## src/sv/ecagen_pkg.sv

```systemverilog
`timescale 1ns / 1ps
// ----------------------------------------------------------------------------
// ecagen_pkg
// Shared sizes, register map, state codes and the rule lookup for the
// elementary cellular automaton generator.
// ----------------------------------------------------------------------------
package ecagen_pkg;

   // row geometry and history depth
   localparam int CELLS        = 32;
   localparam int HISTORY_ROWS = 32;

   localparam int COL_W  = $clog2(CELLS);
   localparam int ROW_W  = $clog2(HISTORY_ROWS);
   localparam int LIVE_W = $clog2(CELLS + 1);

   typedef logic [CELLS-1:0]        row_type;
   typedef logic [HISTORY_ROWS-1:0] hist_mask_type;

   // output field widths
   localparam int COUNT_FIELD_W = 6;
   localparam int COORD_FIELD_W = 5;

   // single center cell used when a reseed gives an empty row
   localparam row_type CENTER_ROW = row_type'(1) << (CELLS / 2);

   // generator constants
   localparam logic [31:0] SEED_MULT   = 32'd2654435761;
   localparam logic [31:0] SEED_ADD    = 32'd1;
   localparam logic [31:0] LCG_MULT    = 32'd1664525;
   localparam logic [31:0] LCG_ADD     = 32'd1013904223;
   localparam logic [7:0]  CELL_THRESH = 8'd70;
   localparam logic [16:0] SEED_MAX    = 17'd99999;

   // register map (byte addresses)
   localparam int          CSR_ADDR_W     = 4;
   localparam logic [3:0]  ADDR_RULE      = 4'h0;
   localparam logic [3:0]  ADDR_STEP      = 4'h4;
   localparam logic [3:0]  ADDR_SEED      = 4'h8;
   localparam logic [7:0]  RULE_RESET     = 8'd30;
   localparam logic [31:0] STEP_RESET     = 32'd357913;
   localparam logic [16:0] SEED_RESET     = 17'd0;

   // sequencer states
   localparam logic [2:0] ST_IDLE  = 3'd0;
   localparam logic [2:0] ST_SEED  = 3'd1;
   localparam logic [2:0] ST_LCG   = 3'd2;
   localparam logic [2:0] ST_FIX   = 3'd3;
   localparam logic [2:0] ST_PHASE = 3'd4;
   localparam logic [2:0] ST_COUNT = 3'd5;
   localparam logic [2:0] ST_SCAN  = 3'd6;
   localparam logic [2:0] ST_OUT   = 3'd7;

   // one circular generation: every cell looks up its neighbourhood in the rule
   function automatic row_type ca_evolve(input row_type row, input logic [7:0] rule);
      row_type    next;
      logic [2:0] hood;
      next = '0;
      for (int i = 0; i < CELLS; i++) begin
         hood    = {row[(i + CELLS - 1) % CELLS], row[i], row[(i + 1) % CELLS]};
         next[i] = rule[hood];
      end
      return next;
   endfunction

endpackage

```

## src/sv/elementary_ca_generator_scan.sv

```systemverilog
`timescale 1ns / 1ps
// ----------------------------------------------------------------------------
// elementary_ca_generator_scan
// Elementary cellular automaton row with a history ring and a spacetime scan.
// ----------------------------------------------------------------------------
// One request carries a reset level sample and gives one response with the
// live and changed cell counts and one scanned history cell. The block works
// on one request at a time and drops req_tready while busy. After it is
// accepted, a plain request passes the phase add, history read and output
// states. A request that triggers a generation also passes the bit-serial
// live/changed count. A rising edge of reset_level first reseeds: the
// seed generator runs one multiply-add per cycle on a single shared 32-bit
// multiplier, one row cell per step. After reset the block reseeds itself
// from seed 0 before it raises req_tready; register writes are taken at
// any time. A finished response waits in the output register while the
// next request is already being accepted and worked on.
// ----------------------------------------------------------------------------
module elementary_ca_generator_scan
   import ecagen_pkg::*;
(
   input  logic                  clock,
   input  logic                  reset,
   // request stream
   input  logic                  req_tvalid,
   output logic                  req_tready,
   input  logic [7:0]            req_tdata,   // [0] reset_level
   // response stream
   output logic                  rsp_tvalid,
   input  logic                  rsp_tready,
   output logic [23:0]           rsp_tdata,   // [5:0] live_count, [11:6] changed_count,
                                              // [12] scan_alive, [17:13] scan_column,
                                              // [22:18] scan_row
   // register port
   input  logic                  csr_psel,
   input  logic                  csr_penable,
   input  logic                  csr_pwrite,
   input  logic [CSR_ADDR_W-1:0] csr_paddr,
   input  logic [31:0]           csr_pwdata,
   output logic [31:0]           csr_prdata,
   output logic                  csr_pready
);

   // configuration registers
   logic [7:0]  rule_ff;
   logic [31:0] step_ff;
   logic [16:0] seed_ff;
   logic        csr_wr;

   // sequencer and datapath state
   logic [2:0]          state_ff, state_in;
   logic                init_ff, init_in;
   logic                seen_ff, seen_in;
   logic [31:0]         rng_ff, rng_in;
   logic [16:0]         seed_use_ff, seed_use_in;
   logic [COL_W-1:0]    cnt_ff, cnt_in;
   row_type             row_ff, row_in;
   row_type             cnt_row_ff, cnt_row_in;
   row_type             cnt_diff_ff, cnt_diff_in;
   logic [LIVE_W-1:0]   live_ff, live_in;
   logic [LIVE_W-1:0]   changed_ff, changed_in;
   logic [31:0]         phase_ff, phase_in;
   logic [ROW_W-1:0]    newest_ff, newest_in;
   hist_mask_type       valid_ff, valid_in;
   logic [COL_W-1:0]    col_ff, col_in;
   logic [ROW_W-1:0]    srow_ff, srow_in;
   logic                rsp_valid_ff, rsp_valid_in;
   logic [23:0]         rsp_data_ff, rsp_data_in;

   // history memory, one write and one registered read port
   row_type             ring_mem [HISTORY_ROWS];
   row_type             rd_row_ff;
   logic                rd_valid_ff;
   logic                mem_we;
   logic [ROW_W-1:0]    mem_waddr;
   row_type             mem_wdata;
   logic                mem_re;
   logic [ROW_W-1:0]    mem_raddr;

   // shared multiply-add unit for the seed generator
   logic [31:0] mul_a, mul_b, mul_c, mul_out;
   logic        cell_bit;

   // misc combinational helpers
   logic [32:0]      phase_sum;
   row_type          next_row;
   logic [ROW_W-1:0] newest_adv;
   logic [ROW_W:0]   ring_sum;
   logic [ROW_W-1:0] ring_idx;
   logic             accept;

   // ---------------------------------------------------------------- registers port
   assign csr_pready = 1'b1;
   assign csr_wr     = csr_psel & csr_penable & csr_pwrite;

   always_ff @(posedge clock) begin
      if (reset) begin
         rule_ff <= RULE_RESET;
         step_ff <= STEP_RESET;
         seed_ff <= SEED_RESET;
      end else if (csr_wr) begin
         unique case (csr_paddr)
            ADDR_RULE: rule_ff <= csr_pwdata[7:0];
            ADDR_STEP: step_ff <= csr_pwdata;
            ADDR_SEED: seed_ff <= csr_pwdata[16:0];
            default: ;
         endcase
      end
   end

   always_comb begin
      unique case (csr_paddr)
         ADDR_RULE: csr_prdata = {24'd0, rule_ff};
         ADDR_STEP: csr_prdata = step_ff;
         ADDR_SEED: csr_prdata = {15'd0, seed_ff};
         default:   csr_prdata = 32'd0;
      endcase
   end

   // ---------------------------------------------------------------- shared unit
   // first pass hashes the seed, the following passes are the lcg steps
   always_comb begin
      if (state_ff == ST_SEED) begin
         mul_a = {15'd0, seed_use_ff};
         mul_b = SEED_MULT;
         mul_c = SEED_ADD;
      end else begin
         mul_a = rng_ff;
         mul_b = LCG_MULT;
         mul_c = LCG_ADD;
      end
      mul_out  = mul_a * mul_b + mul_c;
      cell_bit = (mul_out[7:0] < CELL_THRESH);
   end

   // ---------------------------------------------------------------- helpers
   assign accept     = req_tvalid & req_tready;
   assign req_tready = (state_ff == ST_IDLE);
   assign rsp_tvalid = rsp_valid_ff;
   assign rsp_tdata  = rsp_data_ff;

   assign phase_sum  = {1'b0, phase_ff} + {1'b0, step_ff};
   assign next_row   = ca_evolve(row_ff, rule_ff);
   assign newest_adv = (newest_ff == ROW_W'(HISTORY_ROWS - 1)) ? '0 : newest_ff + 1'b1;

   // ---------------------------------------------------------------- sequencer
   always_comb begin
      state_in     = state_ff;
      init_in      = init_ff;
      seen_in      = seen_ff;
      rng_in       = rng_ff;
      seed_use_in  = seed_use_ff;
      cnt_in       = cnt_ff;
      row_in       = row_ff;
      cnt_row_in   = cnt_row_ff;
      cnt_diff_in  = cnt_diff_ff;
      live_in      = live_ff;
      changed_in   = changed_ff;
      phase_in     = phase_ff;
      newest_in    = newest_ff;
      valid_in     = valid_ff;
      col_in       = col_ff;
      srow_in      = srow_ff;
      rsp_valid_in = rsp_valid_ff & ~rsp_tready;
      rsp_data_in  = rsp_data_ff;
      mem_we       = 1'b0;
      mem_waddr    = newest_adv;
      mem_wdata    = next_row;
      mem_re       = 1'b0;
      ring_sum     = '0;
      ring_idx     = '0;

      unique case (state_ff)
         ST_IDLE: begin
            if (accept) begin
               seen_in = req_tdata[0];
               // rising edge of the level reseeds before the phase step
               if (req_tdata[0] && !seen_ff) begin
                  seed_use_in = (seed_ff > SEED_MAX) ? SEED_MAX : seed_ff;
                  state_in    = ST_SEED;
               end else begin
                  state_in = ST_PHASE;
               end
            end
         end

         ST_SEED: begin
            rng_in   = mul_out;
            row_in   = '0;
            live_in  = '0;
            cnt_in   = '0;
            state_in = ST_LCG;
         end

         ST_LCG: begin
            // cells fill from the top and shift down, first step lands in cell 0
            rng_in  = mul_out;
            row_in  = {cell_bit, row_ff[CELLS-1:1]};
            live_in = live_ff + LIVE_W'(cell_bit);
            cnt_in  = cnt_ff + 1'b1;
            if (cnt_ff == COL_W'(CELLS - 1)) begin
               state_in = ST_FIX;
            end
         end

         ST_FIX: begin
            // empty row falls back to one center cell
            if (row_ff == '0) begin
               row_in  = CENTER_ROW;
               live_in = LIVE_W'(1);
            end
            mem_we     = 1'b1;
            mem_waddr  = '0;
            mem_wdata  = (row_ff == '0) ? CENTER_ROW : row_ff;
            valid_in   = hist_mask_type'(1);
            newest_in  = '0;
            phase_in   = '0;
            changed_in = '0;
            init_in    = 1'b0;
            state_in   = init_ff ? ST_IDLE : ST_PHASE;
         end

         ST_PHASE: begin
            phase_in = phase_sum[31:0];
            if (phase_sum[32]) begin
               // carry out: one generation into the next ring slot
               row_in              = next_row;
               cnt_row_in          = next_row;
               cnt_diff_in         = next_row ^ row_ff;
               newest_in           = newest_adv;
               mem_we              = 1'b1;
               valid_in[newest_adv] = 1'b1;
               live_in             = '0;
               changed_in          = '0;
               cnt_in              = '0;
               state_in            = ST_COUNT;
            end else begin
               state_in = ST_SCAN;
            end
         end

         ST_COUNT: begin
            // one row bit into each count per cycle
            live_in     = live_ff + LIVE_W'(cnt_row_ff[0]);
            changed_in  = changed_ff + LIVE_W'(cnt_diff_ff[0]);
            cnt_row_in  = cnt_row_ff >> 1;
            cnt_diff_in = cnt_diff_ff >> 1;
            cnt_in      = cnt_ff + 1'b1;
            if (cnt_ff == COL_W'(CELLS - 1)) begin
               state_in = ST_SCAN;
            end
         end

         ST_SCAN: begin
            // advance the cursor, column first, then look up oldest-first slot
            if (col_ff == COL_W'(CELLS - 1)) begin
               col_in  = '0;
               srow_in = (srow_ff == ROW_W'(HISTORY_ROWS - 1)) ? '0 : srow_ff + 1'b1;
            end else begin
               col_in = col_ff + 1'b1;
            end
            ring_sum = {1'b0, newest_ff} + {1'b0, srow_in} + 1'b1;
            if (ring_sum >= (ROW_W + 1)'(HISTORY_ROWS)) begin
               ring_sum = ring_sum - (ROW_W + 1)'(HISTORY_ROWS);
            end
            ring_idx = ring_sum[ROW_W-1:0];
            mem_re   = 1'b1;
            state_in = ST_OUT;
         end

         ST_OUT: begin
            // load the response once the output register is free
            if (!rsp_valid_ff || rsp_tready) begin
               rsp_valid_in = 1'b1;
               rsp_data_in  = {1'b0,
                               COORD_FIELD_W'(srow_ff),
                               COORD_FIELD_W'(col_ff),
                               rd_valid_ff & rd_row_ff[col_ff],
                               COUNT_FIELD_W'(changed_ff),
                               COUNT_FIELD_W'(live_ff)};
               state_in     = ST_IDLE;
            end
         end

         default: state_in = ST_IDLE;
      endcase
      mem_raddr = ring_idx;
   end

   always_ff @(posedge clock) begin
      if (reset) begin
         state_ff     <= ST_SEED;
         init_ff      <= 1'b1;
         seen_ff      <= 1'b0;
         seed_use_ff  <= '0;
         cnt_ff       <= '0;
         valid_ff     <= '0;
         col_ff       <= '0;
         srow_ff      <= '0;
         rsp_valid_ff <= 1'b0;
      end else begin
         state_ff     <= state_in;
         init_ff      <= init_in;
         seen_ff      <= seen_in;
         seed_use_ff  <= seed_use_in;
         cnt_ff       <= cnt_in;
         valid_ff     <= valid_in;
         col_ff       <= col_in;
         srow_ff      <= srow_in;
         rsp_valid_ff <= rsp_valid_in;
      end
   end

   // payload registers
   always_ff @(posedge clock) begin
      rng_ff      <= rng_in;
      row_ff      <= row_in;
      cnt_row_ff  <= cnt_row_in;
      cnt_diff_ff <= cnt_diff_in;
      live_ff     <= live_in;
      changed_ff  <= changed_in;
      phase_ff    <= phase_in;
      newest_ff   <= newest_in;
      rsp_data_ff <= rsp_data_in;
   end

   // history ring memory
   always_ff @(posedge clock) begin
      if (mem_we) begin
         ring_mem[mem_waddr] <= mem_wdata;
      end
      if (mem_re) begin
         rd_row_ff   <= ring_mem[mem_raddr];
         rd_valid_ff <= valid_ff[mem_raddr];
      end
   end

   // ---------------------------------------------------------------- checks
`ifndef NO_ASSERTIONS
   // the live count never exceeds the row width outside the seed, lcg and count states
   assert property (@(posedge clock) disable iff (reset)
      (live_ff <= LIVE_W'(CELLS)) || (state_ff == ST_LCG) || (state_ff == ST_SEED)
         || (state_ff == ST_COUNT))
      else $error("live count above row width");

   // a reseed always leaves slot 0 of the history valid
   assert property (@(posedge clock) disable iff (reset)
      (state_ff == ST_FIX) |=> valid_ff[0])
      else $error("slot 0 not valid after reseed");

   // an accepted request always starts work
   assert property (@(posedge clock) disable iff (reset)
      accept |=> (state_ff != ST_IDLE))
      else $error("accepted request dropped");

   // a waiting response is never overwritten
   assert property (@(posedge clock) disable iff (reset)
      (rsp_valid_ff && !rsp_tready) |=> (rsp_valid_ff && $stable(rsp_data_ff)))
      else $error("pending response overwritten");
`endif

endmodule
```

## config.mk

```make
export PLATFORM = sky130hd
export DESIGN_NAME = elementary_ca_generator_scan
export DESIGN_NICKNAME = d
export VERILOG_FILES = /design/src/sv/ecagen_pkg.sv /design/src/sv/elementary_ca_generator_scan.sv
export SDC_FILE = /design/constraint.sdc
export NUM_CORES = 2
export LEC_CHECK = 0
export ABC_AREA = 1
export BUFFER_PORTS_ARGS = -buffer_cell sky130_fd_sc_hd__clkbuf_2
export CAP_MARGIN = 20
export CELL_PAD_IN_SITES_DETAIL_PLACEMENT = 1
export CELL_PAD_IN_SITES_GLOBAL_PLACEMENT = 1
export CORE_UTILIZATION = 46
export CTS_CLUSTER_DIAMETER = 100
export DETAILED_ROUTE_END_ITERATION = 7
export PLACE_DENSITY_LB_ADDON = 0.1
export SLEW_MARGIN = 20
export SYNTH_ARGS = -nofsm -noshare
export SYNTH_HDL_FRONTEND = slang
export SYNTH_SLANG_ARGS = --single-unit
```

## constraint.sdc

```tcl
create_clock -name clock -period 4.7 [get_ports clock]
set_input_delay 0.47 -clock clock [delete_from_list [all_inputs] [get_ports clock]]
set_output_delay 0.47 -clock clock [all_outputs]
set_load 0.01 [all_outputs]
```

==> results.json <==
{
  "syn-instance-count": 5828,
  "synthArstFlopShare_pct": 0,
  "rrSetupSlack_ps": -200,
  "ys_warn_count": 0,
  "cp.required_ps": 5230,
  "design_area_um2": 70500,
  "finalSetupViolCount": 4,
  "synth.most_common_cell": "edfxtp_1",
  "htreeDepth": 4,
  "worstPathArrival_ps": 5430,
  "routed.top_layer": "met4",
  "grt_setup_unrepaired": "yes",
  "tightest_slew_ps": 1130,
  "clk_latency_ps": 810,
  "max_freq_mhz": 204,
  "max_slew_margin_pct": 24.6,
  "clock-root-buffer": "clkbuf_16",
  "syn-num-nets": 5960,
  "place_congestion": 0.843,
  "wl_met3_um": 10100,
  "route.met2.wl_um": 91900,
  "fp.dieW_um": 367,
  "max_cap_viol_count": 0,
  "slowest_delay_ps": 560,
  "crit_top_cell": "ha_4",
  "status": "complete, but fails checks",
  "wl_per_cell_um": 24.6,
  "r2r_start": "state_ff[1]$_SDFFE_PP0P_",
  "synth_area_leaders": "edfxtp_1 (60%), nand2_1 (7.3%), o211ai_1 (7.1%)",
  "power_mw": 44.2,
  "fp.coreArea_um2": 132000,
  "holdPathStages": 4,
  "dp_hpwl_um": 116000,
  "yosys.area.top_type": "edfxtp_1",
  "grt_antenna_before_repair": 2,
  "cp_max_fo": 8,
  "wl_met1_um": 86500,
  "critPathKind": "flip-flop to flip-flop",
  "ys_types": 47,
  "hold_class": "input port to flip-flop",
  "dp_slack_ps": -600,
  "final_max_slew_viol_count": 0,
  "grt_max_degree": 120,
  "first_pass_iters": 5,
  "drt_wl_total_um": 193000,
  "synth.top_cell.area_share_pct": 60.3,
  "endpoint_kind": "flip-flop",
  "cts-buffers-inserted": 148,
  "synth.cell_area_um2": 61400,
  "yosys-top-cells-count": "edfxtp_1 (1,233), nand2_1 (1,188), inv_1 (773)",
  "slowest_stage": "fa_1",
  "yosys_most_used_dff": "edfxtp_1",
  "clk_path_buf_depth": 3,
  "dieArea_um2": 135000,
  "powerDensity_nw_per_um2": 627,
  "rr_worst_depth": 32,
  "syn_area_per_cell_um2": 10.5,
  "hold_violations": 0,
  "area_growth_pct": 14.8,
  "ir_drop_mv": 1.19,
  "layout.nets": 6091,
  "final_util_pct": 53.4,
  "initial_utilization_pct": 46.5,
  "synth-seq-cells": 1351,
  "grt_pass1_wl_um": 289000,
  "min_period_ps": 4900,
  "r2r_end": "live_ff[4]$_DFFE_PP_",
  "min_to": "state_ff[2]$_SDFFE_PP0P_",
  "fin_crit_sh_pct": 104,
  "drc_errors": 0,
  "die_h_um": 367,
  "drive_gt1_share_pct": 10.5,
  "synth_edf_count": 1233,
  "cts_tree": "built",
  "final.setup.worst_slack_ps": -200,
  "skew_ps": 28.9,
  "postPlaceCellArea_um2": 65000,
  "row_count": 133,
  "grt_use_total_pct": 28.4,
  "cts.clk_slew.worst_paths_ps": 60,
  "fin_hold_ws_ps": 158,
  "p_leak_nw": 25.6,
  "port_buffers": 100,
  "hold_start": "req_tdata[0]",
  "detail-route-antenna-nets": 0,
  "clock-sinks": 1351,
  "globalRouteOverflowTotal": 0,
  "ys_seq_area_share_pct": 64.2,
  "vias_per_cell": 5.81,
  "dr.first_iter.drc_count": 4083,
  "cp-start-kind": "flip-flop",
  "violations": "setup timing",
  "vias": 45500,
  "first_global_vias": 46200,
  "pin_count": 110
}
## cell families after synthesis
| group | share of synthesized area, % |
|---|---|
| and+or+nand+nor | 14.2 |
| DFF | 64.2 |
| AOI/OAI and AO/OA | 12.4 |
| buffers and inverters | 7.29 |
| adders and majority gates | 1.76 |
| xor gates and xnor gates | 0.157 |
| other | 0.0122 |
| muxes | 0.0163 |
## worst max-delay path by stage
stage,cells past startpoint,startpoint,endpoint,slack (ps)
finish,32,state_ff[1]$_SDFFE_PP0P_,live_ff[4]$_DFFE_PP_,-200
global route,32,state_ff[2]$_SDFFE_PP0P_,live_ff[4]$_DFFE_PP_,-450
CTS,29,state_ff[2]$_SDFFE_PP0P_,live_ff[4]$_DFFE_PP_,-140
detailed placement,29,state_ff[1]$_SDFFE_PP0P_,live_ff[4]$_DFFE_PP_,-600
global placement,29,state_ff[1]$_SDFFE_PP0P_,live_ff[4]$_DFFE_PP_,-600
floorplan,31,state_ff[2]$_SDFFE_PP0P_,live_ff[4]$_DFFE_PP_,10
## registers in the layout (all words and copies together), names as in the netlist, 17 cells and up
name	flops
ring_mem	1024
cnt_diff_ff	32
cnt_row_ff	32
phase_ff	32
rd_row_ff	32
row_ff	32
step_ff	32
valid_ff	32
rsp_tdata	23
seed_ff	17
## repair_timing
item,in CTS,in global routing
pin swaps,15,15
hold buffers,35,0
hold endpoints to repair,48,0
gates resized for setup,36,17
buffers inserted,6,7
setup endpoints to repair,6,6
gates cloned,0,0
## per-stage QoR
stage,setup TNS (ps),cells
2_1_floorplan,0,5828
3_3_place_gp,-2420,7517
3_5_place_dp,-2660,7517
4_1_cts,-295,7824
5_1_grt,-1580,7831
6_report,-658,7832
## layout by cell type, fill, tap and decap left out, drive strengths merged, types with 3 or more instances in the layout
| master | n |
|---|---|
| dlygate4sd3 | 35 |
| ha | 72 |
| inv | 784 |
| o31ai | 26 |
| clkinv | 76 |
| nand3 | 563 |
| nor3 | 21 |
| dfxtp | 118 |
| nand3b | 4 |
| nor4 | 10 |
| a21oi | 231 |
| a21o | 6 |
| xor2 | 8 |
| o221ai | 41 |
| a31oi | 8 |
| a22o | 9 |
| o211ai | 584 |
| o21bai | 10 |
| fa | 9 |
| xnor2 | 3 |
| edfxtp | 1233 |
| bufinv | 9 |
| nand2 | 1190 |
| o21a | 6 |
| and3 | 3 |
| o21ai | 233 |
| or2 | 5 |
| nor2 | 269 |
| nand4 | 13 |
| clkbuf | 295 |
| buf | 187 |
## cell type report
class,count,area (um^2)
multi-input combinational,3337,18200
fill,14000,61500
inverter,799,3020
antenna,1,2.50
clock inverter,72,739
clock buffer,195,4070
tap,1755,2200
sequential,1351,39400
timing repair buffer,322,2820
## metal layers
layer | track usage (%) | vias to the layer above
li1 | - | 20700
met2 | 46.6 | 1220
met1 | 39.8 | 23200
met4 | 7.84 | 0
met3 | 3.47 | 286
met5 | 0 | -
## report_power, final
group | leakage [nW] | internal, mW | switching [mW] | total (mW)
clock | 2.36 | 6.64 | 4.98 | 11.6
sequential | 12.1 | 17.3 | 0.655 | 18.0
combinational | 11.1 | 4.52 | 10.1 | 14.6
## critical path: cells and delay by family (launching register included)
kind,cells,cell delay [ps]
buf+inv,10,790
fa+ha+maj,9,2300
xor+xnor,1,140
simple gates,11,910
compound gates,1,140
flops,1,320
Power figures use the tool's default switching activity.
